[config.mk]
export PLATFORM = sky130hd
export DESIGN_NAME = first_fit_unit_allocator_core
export DESIGN_NICKNAME = d
export VERILOG_FILES = /design/src/rtl/ffa_pkg.sv /design/src/rtl/ffa_ram.sv /design/src/rtl/ffa_scan.sv /design/src/rtl/first_fit_unit_allocator_core.sv
export SDC_FILE = /design/constraint.sdc
export NUM_CORES = 2
export LEC_CHECK = 0
export ABC_AREA = 1
export BUFFER_PORTS_ARGS = -buffer_cell sky130_fd_sc_hd__buf_2
export CAP_MARGIN = 15
export CORE_ASPECT_RATIO = 1.1
export CORE_MARGIN = 5
export CORE_UTILIZATION = 45
export CTS_CLUSTER_DIAMETER = 200
export DETAILED_ROUTE_END_ITERATION = 8
export GPL_TIMING_DRIVEN = 0
export PLACE_DENSITY_LB_ADDON = 0.2
export SYNTH_ARGS = -nofsm -noshare
export SYNTH_HDL_FRONTEND = slang
export SYNTH_HIERARCHICAL = 1
export SYNTH_SLANG_ARGS = --single-unit
export TNS_END_PERCENT = 30
[constraint.sdc]
create_clock -name clk -period 5.8 [get_ports clk]
set_input_delay 0.29 -clock clk [delete_from_list [all_inputs] [get_ports clk]]
set_output_delay 0.29 -clock clk [all_outputs]
set_load 0.01 [all_outputs]
[src/rtl/ffa_pkg.sv]
// shared constants, request/result types and control structs of the first-fit unit allocator
// no dependencies
package ffa_pkg;

	// map geometry: unit count is a power of two, at least two map words
	localparam int UNIT_COUNT = 1024;
	localparam int WORD_W     = 32;
	localparam int WORDS      = UNIT_COUNT / WORD_W;
	localparam int WA_W       = $clog2(WORDS);
	localparam int BIT_W      = $clog2(WORD_W);
	localparam int PW         = $clog2(UNIT_COUNT);
	localparam int RW         = (PW + 2 > 12) ? PW + 2 : 12;

	// fixed field widths
	localparam int COUNT_W = 11;
	localparam int START_W = 10;

	typedef enum logic {
		MODE_ALLOC = 1'b0,
		MODE_FREE  = 1'b1
	} mode_t;

	typedef struct packed {
		mode_t              mode;
		logic [COUNT_W-1:0] unit_count;
		logic [START_W-1:0] free_start;
	} req_t;

	typedef struct packed {
		logic               success;
		logic [START_W-1:0] alloc_start;
	} rsp_t;

	// control from sequencer to scanner
	typedef struct packed {
		logic            clear;
		logic            en;
		logic [WA_W-1:0] word;
		logic [RW-1:0]   len;
	} scan_ctl_t;

	// scanner status back to sequencer
	typedef struct packed {
		logic          found;
		logic          exhausted;
		logic [PW-1:0] end_pos;
	} scan_sts_t;

endpackage

[src/rtl/ffa_ram.sv]
// generic simple dual-port ram, one write port and one registered read port
// no dependencies
module ffa_ram #(
	parameter int WIDTH = 32,
	parameter int DEPTH = 32
) (
	input  logic                     clk,
	input  logic                     we,
	input  logic [$clog2(DEPTH)-1:0] waddr,
	input  logic [WIDTH-1:0]         wdata,
	input  logic [$clog2(DEPTH)-1:0] raddr,
	output logic [WIDTH-1:0]         rdata
);

	logic [WIDTH-1:0] mem [DEPTH];

	always_ff @(posedge clk) begin
		if (we) begin
			mem[waddr] <= wdata;
		end
		rdata <= mem[raddr];
	end

endmodule

[src/rtl/ffa_scan.sv]
// first-fit scanner: evaluates one map word per cycle, carries the free run across words
// depends on ffa_pkg
module ffa_scan (
	input  logic                          clk,
	input  logic                          arst_n,
	input  ffa_pkg::scan_ctl_t            ctl,
	input  logic [ffa_pkg::WORD_W-1:0]    used,
	output ffa_pkg::scan_sts_t            sts
);

	logic [ffa_pkg::RW-1:0]     carry_q;
	logic                       found_q;
	logic                       exhausted_q;
	logic [ffa_pkg::PW-1:0]     end_pos_q;

	logic [ffa_pkg::WORD_W-1:0] top_mask;
	logic [ffa_pkg::WORD_W-1:0] hit;
	logic [ffa_pkg::WORD_W-1:0] used_rev;
	logic [ffa_pkg::BIT_W-1:0]  hit_pos;
	logic [ffa_pkg::BIT_W-1:0]  lead_free;
	logic [ffa_pkg::RW-1:0]     carry_nxt;
	logic                       live;

	function automatic logic [ffa_pkg::BIT_W-1:0] enc_low(input logic [ffa_pkg::WORD_W-1:0] v);
		logic [ffa_pkg::WORD_W-1:0] iso;
		logic [ffa_pkg::BIT_W-1:0]  idx;
		iso = v & (~v + 1'b1);
		idx = '0;
		for (int i = 0; i < ffa_pkg::WORD_W; i++) begin
			if (iso[i]) begin
				idx = idx | ffa_pkg::BIT_W'(i);
			end
		end
		return idx;
	endfunction

	// top len bits set, all bits once len covers the word
	assign top_mask = ~({ffa_pkg::WORD_W{1'b1}} >> ctl.len);

	// bit p ends a fitting run when the len bits up to p are free and the
	// run reaching in from lower words is long enough
	always_comb begin
		for (int p = 0; p < ffa_pkg::WORD_W; p++) begin
			hit[p] = (((used << (ffa_pkg::WORD_W - 1 - p)) & top_mask) == '0)
				&& ((carry_q + ffa_pkg::RW'(p) + ffa_pkg::RW'(1)) >= ctl.len);
		end
	end

	always_comb begin
		for (int i = 0; i < ffa_pkg::WORD_W; i++) begin
			used_rev[i] = used[ffa_pkg::WORD_W - 1 - i];
		end
	end

	assign hit_pos   = enc_low(hit);
	assign lead_free = enc_low(used_rev);
	assign carry_nxt = (used == '0) ? carry_q + ffa_pkg::RW'(ffa_pkg::WORD_W)
		: ffa_pkg::RW'(lead_free);
	assign live = ctl.en && !found_q && !exhausted_q;

	always_ff @(posedge clk or negedge arst_n) begin
		if (!arst_n) begin
			carry_q     <= '0;
			found_q     <= 1'b0;
			exhausted_q <= 1'b0;
		end else if (ctl.clear) begin
			carry_q     <= '0;
			found_q     <= 1'b0;
			exhausted_q <= 1'b0;
		end else if (live) begin
			if (|hit) begin
				found_q <= 1'b1;
			end else begin
				carry_q <= carry_nxt;
				if (ctl.word == ffa_pkg::WA_W'(ffa_pkg::WORDS - 1)) begin
					exhausted_q <= 1'b1;
				end
			end
		end
	end

	always_ff @(posedge clk) begin
		if (live && (|hit)) begin
			end_pos_q <= {ctl.word, hit_pos};
		end
	end

	assign sts.found     = found_q;
	assign sts.exhausted = exhausted_q;
	assign sts.end_pos   = end_pos_q;

endmodule

[src/rtl/first_fit_unit_allocator_core.sv]
// top level of the first-fit unit allocator: sequencer, map ram and scanner
// depends on ffa_pkg, ffa_ram, ffa_scan
//
// channel   direction  handshake                 payload
// request   in         start high, busy low      req (ffa_pkg::req_t)
// result    out        done strobe, one cycle    rsp (ffa_pkg::rsp_t)
//
// the used map sits in a 32 x 32 ram, read one word per cycle; that port sets the rate
// allocate: scan words from the bottom until a run fits, then read-modify-write the
//   covered words; a request that fits nowhere fails once the top map word is scanned
// free: clear the covered words; zero size, oversized allocate or nothing to free answer at once
// after reset a clearing pass writes every map word free, busy is high meanwhile
// the receiver cannot stall: each result is shown for one cycle with done high
module first_fit_unit_allocator_core (
	input  logic            clk,
	input  logic            arst_n,
	input  logic            start,
	output logic            busy,
	input  ffa_pkg::req_t   req,
	output logic            done,
	output ffa_pkg::rsp_t   rsp
);

	typedef enum logic [3:0] {
		S_CLEAR = 4'b0001,
		S_IDLE  = 4'b0010,
		S_SCAN  = 4'b0100,
		S_MARK  = 4'b1000
	} state_t;

	// control state
	state_t                   state_q, state_d;
	logic [ffa_pkg::WA_W-1:0] rd_ptr_q, rd_ptr_d;
	logic                     rd_more_q, rd_more_d;
	logic                     dvalid_s1, dvalid_d;
	logic                     done_q, done_d;

	// payload
	logic [ffa_pkg::WA_W-1:0] word_s1;
	logic [ffa_pkg::RW-1:0]   len_q, len_d;
	logic                     set_q, set_d;
	logic [ffa_pkg::PW-1:0]   lo_q, lo_d;
	logic [ffa_pkg::PW-1:0]   hi_q, hi_d;
	ffa_pkg::rsp_t            rsp_q, rsp_d;

	// ram side
	logic                       ram_we;
	logic [ffa_pkg::WA_W-1:0]   ram_waddr;
	logic [ffa_pkg::WORD_W-1:0] ram_wdata;
	logic [ffa_pkg::WORD_W-1:0] ram_rdata;
	logic                       rd_issue;

	ffa_pkg::scan_ctl_t scan_ctl;
	ffa_pkg::scan_sts_t scan_sts;

	logic                       accept;
	logic [ffa_pkg::RW-1:0]     req_len;
	logic [ffa_pkg::RW-1:0]     req_first;
	logic [ffa_pkg::RW-1:0]     free_last;
	logic [ffa_pkg::RW-1:0]     run_lo;
	logic [ffa_pkg::WA_W-1:0]   lo_word;
	logic [ffa_pkg::WA_W-1:0]   hi_word;
	logic [ffa_pkg::BIT_W-1:0]  lo_bit;
	logic [ffa_pkg::BIT_W-1:0]  hi_bit;
	logic [ffa_pkg::WORD_W-1:0] word_mask;
	logic                       mark_last;

	assign busy   = (state_q != S_IDLE);
	assign accept = start && !busy;

	assign req_len   = ffa_pkg::RW'(req.unit_count);
	assign req_first = ffa_pkg::RW'(req.free_start);
	assign free_last = req_first + req_len - ffa_pkg::RW'(1);
	// start of the found run from its last unit
	assign run_lo    = ffa_pkg::RW'(scan_sts.end_pos) + ffa_pkg::RW'(1) - len_q;

	assign lo_word = lo_q[ffa_pkg::PW-1:ffa_pkg::BIT_W];
	assign hi_word = hi_q[ffa_pkg::PW-1:ffa_pkg::BIT_W];

	// reads run in scan and mark while words remain to be fetched
	assign rd_issue = ((state_q == S_SCAN) || (state_q == S_MARK)) && rd_more_q;

	// bits of the word in flight that fall inside [lo, hi]
	assign lo_bit    = (word_s1 == lo_word) ? lo_q[ffa_pkg::BIT_W-1:0] : '0;
	assign hi_bit    = (word_s1 == hi_word) ? hi_q[ffa_pkg::BIT_W-1:0] : '1;
	assign word_mask = ({ffa_pkg::WORD_W{1'b1}} << lo_bit)
		& ({ffa_pkg::WORD_W{1'b1}} >> (~hi_bit));

	assign mark_last = (state_q == S_MARK) && dvalid_s1 && (word_s1 == hi_word);

	// write port: clearing pass, or write back of the marked word
	always_comb begin
		ram_we    = 1'b0;
		ram_waddr = word_s1;
		ram_wdata = set_q ? (ram_rdata | word_mask) : (ram_rdata & ~word_mask);
		if (state_q == S_CLEAR) begin
			ram_we    = 1'b1;
			ram_waddr = rd_ptr_q;
			ram_wdata = '0;
		end else if ((state_q == S_MARK) && dvalid_s1) begin
			ram_we = 1'b1;
		end
	end

	ffa_ram #(
		.WIDTH (ffa_pkg::WORD_W),
		.DEPTH (ffa_pkg::WORDS)
	) u_map (
		.clk   (clk),
		.we    (ram_we),
		.waddr (ram_waddr),
		.wdata (ram_wdata),
		.raddr (rd_ptr_q),
		.rdata (ram_rdata)
	);

	assign scan_ctl.clear = accept;
	assign scan_ctl.en    = (state_q == S_SCAN) && dvalid_s1;
	assign scan_ctl.word  = word_s1;
	assign scan_ctl.len   = len_q;

	ffa_scan u_scan (
		.clk    (clk),
		.arst_n (arst_n),
		.ctl    (scan_ctl),
		.used   (ram_rdata),
		.sts    (scan_sts)
	);

	// sequencer
	always_comb begin
		state_d   = state_q;
		rd_ptr_d  = rd_ptr_q;
		rd_more_d = rd_more_q;
		dvalid_d  = rd_issue;
		done_d    = 1'b0;
		len_d     = len_q;
		set_d     = set_q;
		lo_d      = lo_q;
		hi_d      = hi_q;
		rsp_d     = rsp_q;

		// advance the read pointer on each issued read
		if (rd_issue) begin
			rd_ptr_d = rd_ptr_q + 1'b1;
		end

		unique case (state_q)
			S_CLEAR: begin
				rd_ptr_d = rd_ptr_q + 1'b1;
				if (rd_ptr_q == ffa_pkg::WA_W'(ffa_pkg::WORDS - 1)) begin
					state_d  = S_IDLE;
					rd_ptr_d = '0;
				end
			end
			S_IDLE: begin
				if (accept) begin
					len_d = req_len;
					if (req.mode == ffa_pkg::MODE_ALLOC) begin
						set_d = 1'b1;
						if ((req_len == '0)
							|| (req_len > ffa_pkg::RW'(ffa_pkg::UNIT_COUNT))) begin
							// empty or oversized request fails at once
							done_d = 1'b1;
							rsp_d  = '0;
						end else begin
							state_d   = S_SCAN;
							rd_ptr_d  = '0;
							rd_more_d = 1'b1;
						end
					end else begin
						set_d = 1'b0;
						if ((req_len == '0)
							|| (req_first >= ffa_pkg::RW'(ffa_pkg::UNIT_COUNT))) begin
							// nothing inside the map to free
							done_d            = 1'b1;
							rsp_d.success     = 1'b1;
							rsp_d.alloc_start = '0;
						end else begin
							lo_d = ffa_pkg::PW'(req_first);
							// cut the run off at the end of the map
							if (free_last >= ffa_pkg::RW'(ffa_pkg::UNIT_COUNT)) begin
								hi_d = ffa_pkg::PW'(ffa_pkg::UNIT_COUNT - 1);
							end else begin
								hi_d = ffa_pkg::PW'(free_last);
							end
							state_d   = S_MARK;
							rd_ptr_d  = req_first[ffa_pkg::PW-1:ffa_pkg::BIT_W];
							rd_more_d = 1'b1;
						end
					end
				end
			end
			S_SCAN: begin
				if (rd_issue && (rd_ptr_q == ffa_pkg::WA_W'(ffa_pkg::WORDS - 1))) begin
					rd_more_d = 1'b0;
				end
				if (scan_sts.found) begin
					// drop reads in flight and restart at the run's first word
					lo_d      = ffa_pkg::PW'(run_lo);
					hi_d      = scan_sts.end_pos;
					state_d   = S_MARK;
					rd_ptr_d  = run_lo[ffa_pkg::PW-1:ffa_pkg::BIT_W];
					rd_more_d = 1'b1;
					dvalid_d  = 1'b0;
				end else if (scan_sts.exhausted) begin
					state_d   = S_IDLE;
					rd_more_d = 1'b0;
					dvalid_d  = 1'b0;
					done_d    = 1'b1;
					rsp_d     = '0;
				end
			end
			S_MARK: begin
				if (rd_issue && (rd_ptr_q == hi_word)) begin
					rd_more_d = 1'b0;
				end
				if (mark_last) begin
					state_d       = S_IDLE;
					dvalid_d      = 1'b0;
					done_d        = 1'b1;
					rsp_d.success = 1'b1;
					rsp_d.alloc_start = set_q
						? ffa_pkg::START_W'(ffa_pkg::RW'(lo_q)) : '0;
				end
			end
			default: begin
				state_d = S_IDLE;
			end
		endcase
	end

	always_ff @(posedge clk or negedge arst_n) begin
		if (!arst_n) begin
			state_q   <= S_CLEAR;
			rd_ptr_q  <= '0;
			rd_more_q <= 1'b0;
			dvalid_s1 <= 1'b0;
			done_q    <= 1'b0;
		end else begin
			state_q   <= state_d;
			rd_ptr_q  <= rd_ptr_d;
			rd_more_q <= rd_more_d;
			dvalid_s1 <= dvalid_d;
			done_q    <= done_d;
		end
	end

	always_ff @(posedge clk) begin
		word_s1 <= rd_ptr_q;
		len_q   <= len_d;
		set_q   <= set_d;
		lo_q    <= lo_d;
		hi_q    <= hi_d;
		rsp_q   <= rsp_d;
	end

	assign done = done_q;
	assign rsp  = rsp_q;

`ifndef SYNTHESIS
	// the map is only written while the block is busy
	a_no_write_idle: assert property (@(posedge clk) disable iff (!arst_n)
		!busy |-> !ram_we)
		else $error("map written while idle");

	// read-modify-write never reads the word it is writing back
	a_no_rw_clash: assert property (@(posedge clk) disable iff (!arst_n)
		((state_q == S_MARK) && rd_issue && ram_we) |-> (rd_ptr_q != ram_waddr))
		else $error("read and write of the same map word");

	// marked range is ordered
	a_range_order: assert property (@(posedge clk) disable iff (!arst_n)
		(state_q == S_MARK) |-> (lo_q <= hi_q))
		else $error("mark range reversed");

	// scanner never reports a fit and an exhausted map together
	a_scan_excl: assert property (@(posedge clk) disable iff (!arst_n)
		!(scan_sts.found && scan_sts.exhausted))
		else $error("scanner found and exhausted at once");

	// an empty allocate fails on the next cycle
	a_zero_alloc: assert property (@(posedge clk) disable iff (!arst_n)
		(accept && (req.mode == ffa_pkg::MODE_ALLOC) && (req.unit_count == '0))
		|=> (done && !rsp.success))
		else $error("empty allocate not failed at once");
`endif

endmodule
==> out/metrics.yaml <==
status:
  outcome: "completed"
layout:
  final_nets: 8145
  drive_gt1_share_pct: 9.74
  register_area_um2: 33700
  synthToLayoutAreaGrowth_pct: 13.6
  multiInputGateArea_um2: 28900
  fin_area_um2: 74900
  final_core_util_pct: 51.3
  fillers: 13571
global_routing:
  overflow: 0
  grt_usage_pct: 33.5
  antenna_found_initial: 4
  grt_pass1_vias: 53071
  grt_pass1_wl_um: 375000
  grt_max_degree: 40
synthesis:
  synth_top_area_share_pct: 49.1
  synth.area.top_cells: "edfxtp_1, nand2_1, nand3_1, ha_1, nor2_1"
  yosysTopAreaCell: "edfxtp_1"
  ys_types: 69
  synth-main-ff-cell: "edfxtp_1"
  synth_edf_count: 1077
  seq_area_frac_synth_pct: 51.2
  synth_common_cells: "nand2_1, edfxtp_1, nand3_1, nor2_1, inv_1"
  syn_inst: 7515
  ys_seq_elements: 1140
  yosys.cell_count.top_type: "nand2_1"
  syn-cell-area_um2: 65900
  yosysWarnings: 6
  async_reset_ff_share_pct: 2.28
  syn_area_per_cell_um2: 8.77
setup_path:
  end_kind: "register"
  critPathArrivalTime_ps: 6130
  crit_buf_inv: 9
  r2r_cells: 24
  crit_slowest_cell: "nor2_1"
  cp_top_family: "simple AND/OR/NAND/NOR gates"
  cp-start-kind: "register"
  ff2ff_setup_slack_ps: 110
  path_max_fanout: 10
  worst_path_most_repeated_cell: "inv_1"
  worst_ep_required_time_ps: 6240
  reg2reg_from: "u_scan/carry_q[4]"
  worstSetupPathType: "reg2reg"
  r2r_end: "u_scan/end_pos_q[1]"
  crit_chain: "buf_2, inv_2, clkbuf_4, ha_2, inv_1, nor2_1, inv_1, o21ai_0, xor2_1, ha_1, nand3_1, inv_1, nand3b_1, nand4_1, nand4_1, nor2_2, inv_2, nand2_1, inv_1, nand2_1, nor2_1, nand2_4, nand2_1, inv_1"
  slowest_delay_ps: 650
timing:
  drv_slew: 0
  fin_crit_sh_pct: 98.1
  finalClockSkew_ps: 63.0
  relSlewSlack_pct: 11.4
  fin_crit_ps: 5690
  whs_ps: 34.5
  worst_pin_slew_ps: 1330
  rsz0062_at_grt: "false"
  hold_viol: 0
  setup_violations: 0
  max_freq_ghz: 0.176
clock_tree:
  root_buffer: "clkbuf_16"
  clockBufferDepth: 3
  cts_inserted_buffers: 112
  cts_tree: "built"
  insertion_delay_ps: 760
  cts_sinks: 1140
  htree_num_levels: 3
  path_clk_slew_ps: 60
detailed_routing:
  antenna_left: 0
  drt_iter0_markers: 6629
  drc_errors: 0
  dr.max_layer_used: "met5"
  avgRoutedWirePerCell_um: 27.1
  wl_met2_um: 118000
  wl_met3_um: 22800
  via_count: 56711
  viasPerCell: 5.78
  dr.pass1.iters: 7
  wl_met1_um: 104000
  routed_wl_um: 266000
placement:
  post-dp-hpwl_um: 192000
  port_buffers: 37
  globalplace.congestion: 1.01
  placed_area_um2: 70400
die:
  core_region_area_um2: 146000
  num_rows: 147
  ios: 38
  dieHeight_um: 411
  die_w_um: 375
  dieArea_um2: 154000
  initial_core_util_pct: 45.2
flow_run:
  drv_cap: 0
power_and_ir_drop:
  powerDensity_nw_per_um2: 426
  leakage_nw: 32.0
  vdd_drop_max_mv: 0.337
  p_total_mw: 31.9
worst_hold_path:
  whs_endpoint: "lo_q[8]"
  hp-class: "in2reg"
  hold_depth: 3
  min-delay-start: "req[8]"
[registers in the layout (all words and copies together) (netlist names), 4 cells and up]
name	cells
u_scan/end_pos_q	10
hi_q	10
u_map/mem	1024
u_map/rdata	32
state_q	4
rd_ptr_q	5
rsp	11
len_q	11
u_scan/carry_q	12
lo_q	10
word_s1	5
[placed cells by master, fill, tap and decap left out, types with 14 or more instances in the layout]
master	count
a211oi_1	21
a21oi_1	239
buf_1	42
buf_12	45
buf_16	17
buf_2	151
buf_4	51
buf_6	80
bufinv_16	17
clkbuf_1	101
clkbuf_16	114
clkinv_1	33
clkinv_2	25
dfrtp_1	22
dfxtp_1	37
dlygate4sd3_1	22
edfxtp_1	1077
ha_1	344
inv_1	402
inv_2	33
nand2_1	2628
nand2_2	25
nand3_1	1047
nand3_2	18
nand3b_1	15
nand4_1	114
nor2_1	445
nor2_2	19
nor2_4	71
nor3_1	26
o211ai_1	15
o21a_1	15
o21ai_0	167
o21ai_1	22
xnor2_1	14
xor2_1	201
[logic make-up (layout without fill, tap and decap cells)]
logic type	after synthesis	after routing	synth area share, %
AO/OA/AOI/OAI	534	534	4.46
buffers and inverters	818	1170	6.03
XOR/XNOR	220	220	2.92
other	1	7	0.00569
flip-flops	1140	1140	51.2
AND/OR/NAND/NOR	4451	4451	28.7
adder cells (fa/ha/maj)	351	351	6.68
[through the flow]
step	cells	setup WS, ps	setup TNS [ps]
after global routing	9805	16.3	0
after detailed placement	9556	-1440	-37840
final	9810	112	0
after CTS	9791	28.6	0
after floorplan	7516	1570	0
after global placement	9490	-1380	-490320
[final cells by class]
cell class                      instances  area share [%]
Buffer                                364            3.05
Timing Repair Buffer                  144            2.61
Inverter                              449            2.28
Tap cell                             1937            3.24
Multi-Input combinational cell       5558            38.6
Antenna cell                            5          0.0167
Sequential cell                      1140            45.1
Clock buffer                          134            3.95
Clock inverter                         79            1.21
[how the worst max path moves through the flow]
stage                 startpoint             endpoint  slack, ps  cells past startpoint
2_1_floorplan  u_scan/carry_q[3]   u_scan/carry_q[10]       1570                     27
3_3_place_gp   u_scan/carry_q[4]   u_scan/exhausted_q      -1380                     24
3_5_place_dp   u_scan/carry_q[4]    u_scan/carry_q[4]      -1440                     22
4_1_cts        u_scan/carry_q[4]  u_scan/end_pos_q[4]         30                     24
5_1_grt        u_scan/carry_q[4]  u_scan/end_pos_q[1]         20                     25
6_report       u_scan/carry_q[4]  u_scan/end_pos_q[1]        110                     24
[worst register-to-register path: stages (launching register included)]
cell and delay (ps):
dfrtp_2 500, buf_2 290, inv_2 240, clkbuf_4 320, ha_2 390, inv_1 70, nor2_1 650, inv_1 230
o21ai_0 270, xor2_1 270, ha_1 290, nand3_1 100, inv_1 60, nand3b_1 80, nand4_1 400, nand4_1 280
nor2_2 80, inv_2 70, nand2_1 40, inv_1 50, nand2_1 50, nor2_1 190, nand2_4 160, nand2_1 120
inv_1 210
[report_power, final]
| group | switching [mW] | internal [mW] | total (mW) | leakage [nW] |
|---|---|---|---|---|
| clock | 3.18 | 4.41 | 7.59 | 1.88 |
| sequential | 0.498 | 9.94 | 10.4 | 10.3 |
| combinational | 10.1 | 3.70 | 13.8 | 19.8 |
| total | 13.8 | 18.0 | 31.9 | 32.0 |
[what timing repair did]
| action | CTS | global route |
|---|---|---|
| endpoints found under the setup margin | 29 | 29 |
| endpoints found under the hold margin | 49 | 0 |
| setup buffers | 2 | 16 |
| hold buffers | 22 | 0 |
| gates resized for setup | 21 | 38 |
| pin swaps | 2 | 9 |
[routing by layer]
metal | vias to the layer above | GRT usage, %
li1 | 25900 | -
met5 | - | 0
met1 | 27134 | 43.7
met2 | 2947 | 52.3
met4 | 4 | 21.1
met3 | 726 | 5.23
No activity file was read; power rests on OpenSTA's default activity.
